===== src/sv/ipid_pkg.sv =====
package ipid_pkg;

   localparam int GainFracBitsDefault = 8;

   localparam int ErrWidth    = 16;
   localparam int GainWidth   = 16;
   localparam int LimitWidth  = 15;
   localparam int D1Width     = ErrWidth + 1;
   localparam int D2Width     = ErrWidth + 2;
   localparam int ProdWidth   = GainWidth + D2Width;
   localparam int CsrIdxWidth = 3;

   typedef enum logic [CsrIdxWidth-1:0] {
      CSR_GAIN_P,
      CSR_GAIN_I,
      CSR_GAIN_D,
      CSR_MOTOR_LIMIT,
      CSR_OUTPUT_LIMIT
   } csr_index_type;

   typedef struct packed {
      logic signed [ProdWidth-1:0] prod_p;
      logic signed [ProdWidth-1:0] prod_i;
      logic signed [ProdWidth-1:0] prod_d;
   } prod_type;

   // Divide by 2^frac truncating toward zero, then clamp to +-limit.
   function automatic logic signed [ErrWidth-1:0] scale_clamp(
      input logic signed [ProdWidth-1:0]  prod,
      input logic        [LimitWidth-1:0] limit,
      input int unsigned                  frac
   );
      logic signed [ProdWidth-1:0] bias;
      logic signed [ProdWidth-1:0] q;
      logic signed [ProdWidth-1:0] hi;
      logic signed [ProdWidth-1:0] lo;
      bias = prod[ProdWidth-1] ? ((ProdWidth'(1) << frac) - ProdWidth'(1)) : '0;
      q    = (prod + bias) >>> frac;
      hi   = {{(ProdWidth-LimitWidth){1'b0}}, limit};
      lo   = -hi;
      if (q > hi) begin
         return hi[ErrWidth-1:0];
      end else if (q < lo) begin
         return lo[ErrWidth-1:0];
      end else begin
         return q[ErrWidth-1:0];
      end
   endfunction

endpackage


===== src/sv/incremental_pid_controller.sv =====
// Velocity-form PID controller. Each error sample taken on req_ yields one
// drive value on rsp_: the P, I and D increments (Q8.8 gains on the first
// difference, the error and the second difference, truncated toward zero and
// each clamped to +-motor_limit) are added to a running output that is then
// clamped to the smaller of motor_limit and output_limit. A new sample can be
// taken every cycle while the result side is not stalled by rsp_ready; each
// sample passes through the difference register, then the product register,
// then the accumulator/result register, and the accumulator loop closed in the
// last stage sets that rate.
// The user must write gains and limits through csr_ only while no transaction
// is in flight (not enforced by the block); writes to unused indexes are ignored.
module incremental_pid_controller
   import ipid_pkg::*;
#(
   parameter int GainFracBits = GainFracBitsDefault
) (
   input  logic                         clock,
   input  logic                         reset,
   input  logic                         req_valid,
   output logic                         req_ready,
   input  logic signed [ErrWidth-1:0]   req_error_sample,
   output logic                         rsp_valid,
   input  logic                         rsp_ready,
   output logic signed [ErrWidth-1:0]   rsp_drive_value,
   input  logic                         csr_write,
   input  logic        [CsrIdxWidth-1:0] csr_index,
   input  logic        [GainWidth-1:0]  csr_data
);

   logic signed [GainWidth-1:0]  gain_p_ff;
   logic signed [GainWidth-1:0]  gain_i_ff;
   logic signed [GainWidth-1:0]  gain_d_ff;
   logic        [LimitWidth-1:0] motor_limit_ff;
   logic        [LimitWidth-1:0] output_limit_ff;
   logic                         prod_valid;
   logic                         prod_ready;
   prod_type                     prod;

   always_ff @(posedge clock) begin
      if (reset) begin
         gain_p_ff       <= '0;
         gain_i_ff       <= '0;
         gain_d_ff       <= '0;
         motor_limit_ff  <= '1;
         output_limit_ff <= '1;
      end else if (csr_write) begin
         unique case (csr_index_type'(csr_index))
            CSR_GAIN_P:       gain_p_ff       <= csr_data;
            CSR_GAIN_I:       gain_i_ff       <= csr_data;
            CSR_GAIN_D:       gain_d_ff       <= csr_data;
            CSR_MOTOR_LIMIT:  motor_limit_ff  <= csr_data[LimitWidth-1:0];
            CSR_OUTPUT_LIMIT: output_limit_ff <= csr_data[LimitWidth-1:0];
            default: ;
         endcase
      end
   end

   ipid_front u_front (
      .clock            (clock),
      .reset            (reset),
      .req_valid        (req_valid),
      .req_ready        (req_ready),
      .req_error_sample (req_error_sample),
      .gain_p           (gain_p_ff),
      .gain_i           (gain_i_ff),
      .gain_d           (gain_d_ff),
      .prod_valid       (prod_valid),
      .prod_ready       (prod_ready),
      .prod             (prod)
   );

   ipid_back #(
      .GainFracBits (GainFracBits)
   ) u_back (
      .clock           (clock),
      .reset           (reset),
      .prod_valid      (prod_valid),
      .prod_ready      (prod_ready),
      .prod            (prod),
      .motor_limit     (motor_limit_ff),
      .output_limit    (output_limit_ff),
      .rsp_valid       (rsp_valid),
      .rsp_ready       (rsp_ready),
      .rsp_drive_value (rsp_drive_value)
   );

endmodule


===== src/sv/ipid_front.sv =====
module ipid_front
   import ipid_pkg::*;
(
   input  logic                        clock,
   input  logic                        reset,
   input  logic                        req_valid,
   output logic                        req_ready,
   input  logic signed [ErrWidth-1:0]  req_error_sample,
   input  logic signed [GainWidth-1:0] gain_p,
   input  logic signed [GainWidth-1:0] gain_i,
   input  logic signed [GainWidth-1:0] gain_d,
   output logic                        prod_valid,
   input  logic                        prod_ready,
   output prod_type                    prod
);

   logic                       s1_valid_ff;
   logic signed [ErrWidth-1:0] err_ff, err_in;
   logic signed [D1Width-1:0]  d1_ff, d1_in;
   logic signed [D2Width-1:0]  d2_ff, d2_in;
   logic signed [ErrWidth-1:0] prev_err_ff;
   logic signed [ErrWidth-1:0] prev2_err_ff;
   logic                       s2_valid_ff;
   prod_type                   prod_ff, prod_in;
   logic                       s1_take;
   logic                       s2_take;
   logic                       req_fire;

   assign s2_take   = !s2_valid_ff || prod_ready;
   assign s1_take   = !s1_valid_ff || s2_take;
   assign req_ready = s1_take;
   assign req_fire  = req_valid && s1_take;

   // first and second differences against the error history
   always_comb begin
      err_in = req_error_sample;
      d1_in  = D1Width'(req_error_sample) - D1Width'(prev_err_ff);
      d2_in  = D2Width'(req_error_sample) - (D2Width'(prev_err_ff) <<< 1)
             + D2Width'(prev2_err_ff);
   end

   always_comb begin
      prod_in.prod_p = {{(ProdWidth-GainWidth){gain_p[GainWidth-1]}}, gain_p}
                     * {{(ProdWidth-D1Width){d1_ff[D1Width-1]}}, d1_ff};
      prod_in.prod_i = {{(ProdWidth-GainWidth){gain_i[GainWidth-1]}}, gain_i}
                     * {{(ProdWidth-ErrWidth){err_ff[ErrWidth-1]}}, err_ff};
      prod_in.prod_d = {{(ProdWidth-GainWidth){gain_d[GainWidth-1]}}, gain_d}
                     * {{(ProdWidth-D2Width){d2_ff[D2Width-1]}}, d2_ff};
   end

   always_ff @(posedge clock) begin
      if (reset) begin
         s1_valid_ff  <= 1'b0;
         s2_valid_ff  <= 1'b0;
         prev_err_ff  <= '0;
         prev2_err_ff <= '0;
      end else begin
         if (s1_take) begin
            s1_valid_ff <= req_valid;
         end
         if (s2_take) begin
            s2_valid_ff <= s1_valid_ff;
         end
         if (req_fire) begin
            prev_err_ff  <= req_error_sample;
            prev2_err_ff <= prev_err_ff;
         end
      end
   end

   always_ff @(posedge clock) begin
      if (req_fire) begin
         err_ff <= err_in;
         d1_ff  <= d1_in;
         d2_ff  <= d2_in;
      end
      if (s2_take && s1_valid_ff) begin
         prod_ff <= prod_in;
      end
   end

   assign prod_valid = s2_valid_ff;
   assign prod       = prod_ff;

   a_history_shift : assert property (@(posedge clock) disable iff (reset)
      req_fire |=> (prev_err_ff == $past(req_error_sample))
                   && (prev2_err_ff == $past(prev_err_ff)))
      else $error("error history did not shift on accepted transaction");

   a_prod_held : assert property (@(posedge clock) disable iff (reset)
      prod_valid && !prod_ready |=> prod_valid && $stable(prod_ff))
      else $error("stalled product stage lost its contents");

   a_stage1_kept : assert property (@(posedge clock) disable iff (reset)
      s1_valid_ff && !s2_take |=> s1_valid_ff && $stable(d2_ff))
      else $error("difference stage overwritten while stalled");

endmodule


===== src/sv/ipid_back.sv =====
module ipid_back
   import ipid_pkg::*;
#(
   parameter int GainFracBits = GainFracBitsDefault
) (
   input  logic                        clock,
   input  logic                        reset,
   input  logic                        prod_valid,
   output logic                        prod_ready,
   input  prod_type                    prod,
   input  logic        [LimitWidth-1:0] motor_limit,
   input  logic        [LimitWidth-1:0] output_limit,
   output logic                        rsp_valid,
   input  logic                        rsp_ready,
   output logic signed [ErrWidth-1:0]  rsp_drive_value
);

   localparam int SumWidth = ErrWidth + 2;

   logic                       rsp_valid_ff;
   logic signed [ErrWidth-1:0] acc_ff, acc_in;
   logic signed [ErrWidth-1:0] term_p, term_i, term_d;
   logic signed [SumWidth-1:0] sum;
   logic signed [SumWidth-1:0] hi, lo;
   logic        [LimitWidth-1:0] lim_eff;
   logic                       fire;

   assign prod_ready = !rsp_valid_ff || rsp_ready;
   assign fire       = prod_valid && prod_ready;

   always_comb begin
      term_p  = scale_clamp(prod.prod_p, motor_limit, GainFracBits);
      term_i  = scale_clamp(prod.prod_i, motor_limit, GainFracBits);
      term_d  = scale_clamp(prod.prod_d, motor_limit, GainFracBits);
      sum     = SumWidth'(acc_ff) + SumWidth'(term_p) + SumWidth'(term_i)
              + SumWidth'(term_d);
      // two symmetric clamps in a row reduce to the tighter one
      lim_eff = (motor_limit < output_limit) ? motor_limit : output_limit;
      hi      = {{(SumWidth-LimitWidth){1'b0}}, lim_eff};
      lo      = -hi;
      if (sum > hi) begin
         acc_in = hi[ErrWidth-1:0];
      end else if (sum < lo) begin
         acc_in = lo[ErrWidth-1:0];
      end else begin
         acc_in = sum[ErrWidth-1:0];
      end
   end

   always_ff @(posedge clock) begin
      if (reset) begin
         rsp_valid_ff <= 1'b0;
         acc_ff       <= '0;
      end else begin
         if (fire) begin
            rsp_valid_ff <= 1'b1;
            acc_ff       <= acc_in;
         end else if (rsp_ready) begin
            rsp_valid_ff <= 1'b0;
         end
      end
   end

   assign rsp_valid       = rsp_valid_ff;
   assign rsp_drive_value = acc_ff;

   a_drive_range : assert property (@(posedge clock) disable iff (reset)
      rsp_valid |-> rsp_drive_value != {1'b1, {(ErrWidth-1){1'b0}}})
      else $error("drive value outside symmetric range");

   a_fire_to_rsp : assert property (@(posedge clock) disable iff (reset)
      fire |=> rsp_valid && (acc_ff == $past(acc_in)))
      else $error("result register not loaded on product transaction");

   a_acc_hold : assert property (@(posedge clock) disable iff (reset)
      !fire |=> $stable(acc_ff))
      else $error("accumulator changed without a transaction");

endmodule


===== config.mk =====
export PLATFORM = sky130hd
export DESIGN_NAME = incremental_pid_controller
export DESIGN_NICKNAME = d
export VERILOG_FILES = /design/src/sv/ipid_pkg.sv /design/src/sv/incremental_pid_controller.sv /design/src/sv/ipid_front.sv /design/src/sv/ipid_back.sv
export SDC_FILE = /design/constraint.sdc
export NUM_CORES = 2
export LEC_CHECK = 0
export ABC_AREA = 1
export BUFFER_PORTS_ARGS = -buffer_cell sky130_fd_sc_hd__buf_4
export CAP_MARGIN = 0
export CORE_MARGIN = 4
export CORE_UTILIZATION = 50
export CTS_BUF_LIST = sky130_fd_sc_hd__clkbuf_8
export CTS_CLUSTER_DIAMETER = 120
export CTS_CLUSTER_SIZE = 25
export DETAILED_ROUTE_END_ITERATION = 10
export PLACE_DENSITY = 0.67
export REMOVE_ABC_BUFFERS = 1
export SKIP_LAST_GASP = 1
export SYNTH_ARGS = -nofsm -noshare
export SYNTH_HDL_FRONTEND = slang
export SYNTH_SLANG_ARGS = --single-unit
export TNS_END_PERCENT = 1

===== constraint.sdc =====
create_clock -name clock -period 11.3 [get_ports clock]
set_input_delay 3.39 -clock clock [delete_from_list [all_inputs] [get_ports clock]]
set_output_delay 3.39 -clock clock [all_outputs]
set_load 0.05 [all_outputs]

# Word-level counts from Yosys, hierarchy flattened
# Cells that the tools add are included.
[totals] reg_bits=282 latchBits=0 mem_bits_rw=0 romBits=0 input_bits=40 out_inout_bits=18 word_cells=74 mem_count=0
[classes] n_addsub=11 mul=3 div=0 magnitude_cmp=9 n_eq_ne=4 shifts=0 mux=14 n_bitwise=0 reduce_logical=16
[op_table] operator="$mux 16" n=8
[op_table] operator="$add 34x9->34" n=3
[op_table] operator="$lt 26x34->1" n=3
[op_table] operator="$gt 26x16->1" n=3
[op_table] operator="$add 18x16->18" n=2
[op_table] operator="$mul 16x18->34" n=1
[op_table] operator="$neg 15->34" n=1
[op_table] operator="$mul 16x17->33" n=1
[op_table] operator="$mul 16x16->32" n=1
[op_table] operator="$mux 8" n=3
[op_table] operator="$add 17x16->18" n=1
[op_table] operator="$gt 18x16->1" n=1
[op_table] operator="$lt 18x18->1" n=1
[op_table] operator="$neg 15->18" n=1
[op_table] operator="$sub 16x17->18" n=1
[op_table] operator="$add 16x16->17" n=1
[op_table] operator="$sub 16x16->17" n=1
[op_table] operator="$lt 15x15->1" n=1
[op_table] operator="$mux 15" n=1
[op_table] operator="$reduce_and 2->1" n=5
[op_table] operator="$eq 3x2->1 const B" n=2
[op_table] operator="$eq 3x1->1 const B" n=1
[op_table] operator="$eq 3x3->1 const B" n=1
[op_table] operator="$logic_and 1x1->1" n=3
[op_table] operator="other kinds (5)" n=10

# Logic depth before layout (Yosys ltp)
[logic_depth] ltp_word=11 depth_mapped=64 depth_no_buf=62

# Hierarchy
# Synthesis repeated with hierarchy kept, for this count alone.
[hier_totals] cells_unflattened=7592 hier_area_um2=56412.9
[modules_own_cells] mod="ipid_front" instances=1 cells_per_inst=5261 area_each_um2=41846.4 seq_area_each_um2=5185.0
[modules_own_cells] mod="ipid_back" instances=1 cells_per_inst=1910 area_each_um2=11496.0 seq_area_each_um2=340.3
[modules_own_cells] mod="incremental_pid_controller" instances=1 cells_per_inst=421 area_each_um2=3070.4 seq_area_each_um2=1561.5

# Worst setup path before layout
# OpenSTA, ideal clock, no wires.
[synth_timing] kind="register -> register" start="register motor_limit_ff[1]" end="register u_back.acc_ff[1], in the netlist u_back.rsp_drive_value[1]" setup_time_ps=70 t_arrival_ps=8415 setup_slack_ps=2815 stages_incl_launch_ff=57 n_path_buf=3 path_cell_list="dfxtp_1 > inv_1 > ha_1 > nand3_1 > nor2_1 > nand2_1 > nor3_1 > nand3_1 > nor2_1 > nand3_1 > nor3_1 > ha_1 > nand2_1 > inv_1 > nand3_1 > nor3_1 > and3_1 > nand2_1 > [21 not listed] > clkbuf_1 > inv_1 > ha_1 > nand2_1 > inv_1 > nand3_1 > nor2_1 > o2111ai_1 > nand3_1 > or2_2 > nand2_1 > clkbuf_1 > nand2_1 > o21ai_0 > inv_1 > nand2_1 > nand3_1 > a21oi_1"
[synth_via] elab_chain_len=10
[synth_rtl] item="start: declaration" line="incremental_pid_controller.sv:33" source="logic [LimitWidth-1:0] motor_limit_ff;"
[synth_rtl] item="start signal: assignment" line="incremental_pid_controller.sv:51" source="CSR_MOTOR_LIMIT: motor_limit_ff <= csr_data[LimitWidth-1:0];"
[synth_rtl] item="$neg 15->34" line="ipid_pkg.sv:40" source="lo = -hi;"
[synth_rtl] item="$lt 26x34->1" line="ipid_pkg.sv:43" source="end else if (q < lo) begin"
[synth_rtl] item="$mux 16" line="ipid_pkg.sv:43"
[synth_rtl] item="$mux 16" line="ipid_pkg.sv:41" source="if (q > hi) begin"
[synth_rtl] item="$add 16x16->17" line="ipid_back.sv:35" source="sum = SumWidth'(acc_ff) + SumWidth'(term_p) + SumWidth'(term_i)"
[synth_rtl] item="$add 17x16->18" line="ipid_back.sv:35"
[synth_rtl] item="$add 18x16->18" line="ipid_back.sv:36" source="+ SumWidth'(term_d);"
[synth_rtl] item="$lt 18x18->1" line="ipid_back.sv:43" source="end else if (sum < lo) begin"
[synth_rtl] item="$mux 16" line="ipid_back.sv:43"
[synth_rtl] item="$mux 16 (*)" line="ipid_back.sv:41" source="if (sum > hi) begin"
[synth_rtl] item="end signal: assignment" line="ipid_back.sv:57" source="acc_ff <= acc_in;"
[synth_rtl] item="end: declaration" line="ipid_back.sv:21" source="logic signed [ErrWidth-1:0] acc_ff, acc_in;"
# Every way passes the cells marked *; elsewhere a longest branch is shown, timed or not.
# A chain may end at the register's enable or synchronous reset.

# Final worst setup path
[layout_timing] start="register u_front.prod_ff (netlist bit u_front.prod[100])" end="register u_back.acc_ff[9], in the netlist u_back.rsp_drive_value[9]"
[layout_via] elab_chain_len=10
[layout_rtl] item="start: declaration" line="ipid_front.sv:24" source="prod_type prod_ff, prod_in;"
[layout_rtl] item="start signal: assignment" line="ipid_front.sv:78" source="prod_ff <= prod_in;"
[layout_rtl] item="$add 34x9->34 (*)" line="ipid_pkg.sv:38" source="q = (prod + bias) >>> frac;"
[layout_rtl] item="$lt 26x34->1" line="ipid_pkg.sv:43"
[layout_rtl] item="$mux 16" line="ipid_pkg.sv:43"
[layout_rtl] item="$mux 16 (*)" line="ipid_pkg.sv:41"
[layout_rtl] item="$add 16x16->17 (*)" line="ipid_back.sv:35"
[layout_rtl] item="$add 17x16->18 (*)" line="ipid_back.sv:35"
[layout_rtl] item="$add 18x16->18 (*)" line="ipid_back.sv:36"
[layout_rtl] item="$lt 18x18->1" line="ipid_back.sv:43"
[layout_rtl] item="$mux 16" line="ipid_back.sv:43"
[layout_rtl] item="$mux 16 (*)" line="ipid_back.sv:41"
# Marked as above.

==> impl_metrics.env <==
export IMPL_outcome="completed"
export IMPL_globalplace_congestion=0.954
export IMPL_period_needed_ns=10.28
export IMPL_worst_pin_slew_ns=1.12
export IMPL_max_slew_margin=0.253
export IMPL_maxCapViolCount=0
export IMPL_design_core_area_um2=104000
export IMPL_synth_top_family_by_area="adder cells"
export IMPL_ys_seq_area_frac=0.135
export IMPL_cp_slowest_cell="nor2_1"
export IMPL_clockPowerShare=0.060
export IMPL_drt_wl_total_um=143000
export IMPL_start_util=0.505
export IMPL_r2r_end="u_back.rsp_drive_value[9]"
export IMPL_grt_max_degree=66
export IMPL_hold_end="u_back.rsp_valid"
export IMPL_yosys_warnings=0
export IMPL_fin_util=0.524
export IMPL_grt_pass1_vias=43300
export IMPL_cts_tree="built"
export IMPL_ctsHoldBuffers=0
export IMPL_synth_top_area_share=0.335
export IMPL_grt_setup_unrepaired="no"
export IMPL_fmax_mhz=97.3
export IMPL_grt_pass1_wl_um=234000
export IMPL_syn_inst=6503
export IMPL_antenna_found_initial=6
export IMPL_synthAdderAreaFrac=0.457
export IMPL_detail_route_wl_per_cell_um=18.3
export IMPL_ff2ff_setup_slack_ns=1.02
export IMPL_path_class="reg -> reg"
export IMPL_worst_clock_skew_ns=0.0635
export IMPL_critPathMaxStageDelay_ns=0.63
export IMPL_hpwl_um=115000
export IMPL_synth_compound_area_share=0.0767
export IMPL_yosysTopAreaCell="fa_1"
export IMPL_synth_edf_count=150
export IMPL_crit_top_cell="nand2_1"
export IMPL_synthMuxAreaShare=0
export IMPL_die_h_um=332
export IMPL_path_clk_slew_ns=0.16
export IMPL_clock_latency_ns=0.65
export IMPL_drive_above_1_share=0.0410
export IMPL_synthXorXnorAreaFrac=0.0354
export IMPL_timing_rr_start="u_front.prod[100]"
export IMPL_ir_worst_vdd_mv=0.374
export IMPL_fin_nets=7831
export IMPL_h_tree_depth=1
export IMPL_p_comb_frac=0.766
export IMPL_finalSetupTns_ns=0
export IMPL_hold_depth=2
export IMPL_setup_ws_ns=1.02
export IMPL_synth_seq_cells=279
export IMPL_clock_root_buffer="clkbuf_8"
export IMPL_cp_data_arrival_time_ns=10.75
export IMPL_synthArstFlopShare=0
export IMPL_placedCellCount=7759
export IMPL_synth_flop_cell="edfxtp_1"
export IMPL_crit_path_max_fanout=14
export IMPL_grt_overflow=0
export IMPL_hold_class="reg -> reg"
export IMPL_post_cts_setup_buffer_count=0
export IMPL_p_int_mw=3.99
export IMPL_finalSetupViolCount=0
export IMPL_layout_commonest_cell="inv_1"
export IMPL_final_cells=7790
export IMPL_cts_buffer_depth=3
export IMPL_cts_buffers=16
export IMPL_cp_end_kind="flip-flop"
export IMPL_clock_sinks=279
export IMPL_dr_first_iter_drc_count=2951
export IMPL_syn_area_per_cell_um2=8.07
export IMPL_fp_dieW_um=332
export IMPL_layout_common_cells="inv_1, nand2_1, fa_1"
export IMPL_min_from="u_front.prod_valid"
export IMPL_ant_nets=0
export IMPL_slew_viol_final=0
export IMPL_start_kind="flip-flop"
export IMPL_vias_per_cell=5.32
export IMPL_p_sw_mw=5.47
export IMPL_cp_data_required_time_ns=11.78
export IMPL_pre_cts_ws_ns=0.926
export IMPL_leakagePower_nw=28.5
export IMPL_num_vias=41500
export IMPL_drc=0
export IMPL_synth_simple_area_share=0.163
export IMPL_netlist_top_cells_area="fa_1, ha_1, inv_1"
export IMPL_rows=118
export IMPL_area_growth_pct=3.78
export IMPL_first_pass_iters=6
export IMPL_hold_viol=0
export IMPL_grt_total_usage=0.264
export IMPL_p_sw_frac=0.578
export IMPL_holdWs_ns=0.488
export IMPL_boundaryPins=58
export IMPL_r2r_cells=56
export IMPL_final_min_period_over_clock_period=0.909
export IMPL_power_density_nw_per_um2=174
export IMPL_ys_types=61
export IMPL_die_area_um2=110000
export IMPL_io_buffer_count=57
export IMPL_ctsResizeCount=0
export IMPL_power_frac_seq=0.174
export IMPL_syn_area_um2=52500
==> stage by stage <==
| step | power (mW) | instance area [µm²] |
|---|---|---|
| after floorplan | 6.73 | 51600 |
| after global placement | 8.70 | 54100 |
| after detailed placement | 8.78 | 54100 |
| after CTS | 9.37 | 54400 |
| after global routing | 10.6 | 54500 |
| final | 9.46 | 54500 |
==> metal layers <==
metal | up-vias | track usage | share of wire
li1 | 19400 | - | -
met5 | - | 0 | 0.00018
met4 | 4 | 0.0884 | 0.038
met3 | 283 | 0.0314 | 0.065
met1 | 20300 | 0.351 | 0.42
met2 | 1373 | 0.450 | 0.48
==> worst max path at each step <==
stage / start / end / slack (ns) / depth (start not counted)
after global routing: u_front.prod[100] / u_back.rsp_drive_value[9] / 0.001 / 56
after CTS: u_front.prod[33] / u_back.rsp_drive_value[9] / 0.84 / 57
after detailed placement: u_front.prod[33] / u_back.rsp_drive_value[9] / 0.93 / 57
after global placement: u_front.prod[33] / u_back.rsp_drive_value[9] / 1.08 / 57
after floorplan: u_front.prod[33] / u_back.rsp_drive_value[9] / 2.46 / 57
final: u_front.prod[100] / u_back.rsp_drive_value[9] / 1.02 / 56
==> critical path, delay by kind of cell, from the launching register on <==
family	cells	cell delay (ns)
buffers and inverters	8	0.93
and+or+nand+nor	29	4.23
DFF	1	0.60
AOI/OAI and AO/OA	12	1.88
xor gates and xnor gates	1	0.25
adders and majority gates	6	2.21
==> Yosys cell counts (7+ instances only) <==
cell and instances:
o211ai_1 33, inv_1 1599, nor4_1 18, nor2_1 287, nor3_1 52, nand2_1 1401
nand3b_1 7, nand4_1 63, nand3_1 122, a31oi_1 10, or2_2 56, o21bai_1 15
xor2_1 142, fa_1 878, buf_1 9, o21ai_1 27, o21ai_0 247, edfxtp_1 150
ha_1 514, a21o_1 7, nor2_4 7, clkbuf_1 203, dfxtp_1 129, xnor2_1 70
a21oi_1 327, o21a_1 13, nand2_2 21
==> logic make-up after synthesis <==
group           after synthesis
buf+inv                    1834
compound gates              727
xor+xnor                    212
flops                       279
simple gates               2059
fa+ha+maj                  1392
==> sequential cells by signal (all words and copies together) (netlist names) <==
register / count
gain_d_ff: 16
u_front.d1_ff: 17
gain_p_ff: 16
u_front.prod: 99
u_front.prod_valid: 1
u_front.err_ff: 16
u_back.rsp_drive_value: 16
u_front.prev2_err_ff: 16
u_front.d2_ff: 18
output_limit_ff: 15
motor_limit_ff: 15
gain_i_ff: 16
u_back.rsp_valid: 1
u_front.s1_valid_ff: 1
u_front.prev_err_ff: 16
==> cell type report <==
class                   instances  area, µm²
well taps                    1380       1730
clock buffers                  16        220
fillers                      9917      49500
repair inverters                2       15.0
flip-flops and latches        279       7090
clock inverters                12        140
inverters                    1608       6050
diodes                          1       2.50
repair buffers                102        766
multi-input cells            4390      38500
==> power by group through the flow <==
stage / combinational, mW / clock (mW) / sequential [mW]
4_1_cts: 7.15 / 0.579 / 1.64
3_5_place_dp: 7.12 / 0 / 1.66
2_1_floorplan: 5.13 / 0 / 1.59
3_3_place_gp: 7.04 / 0 / 1.66
5_1_grt: 8.34 / 0.611 / 1.67
6_report: 7.24 / 0.567 / 1.65
Note: power is estimated with default switching activity, not from simulation.
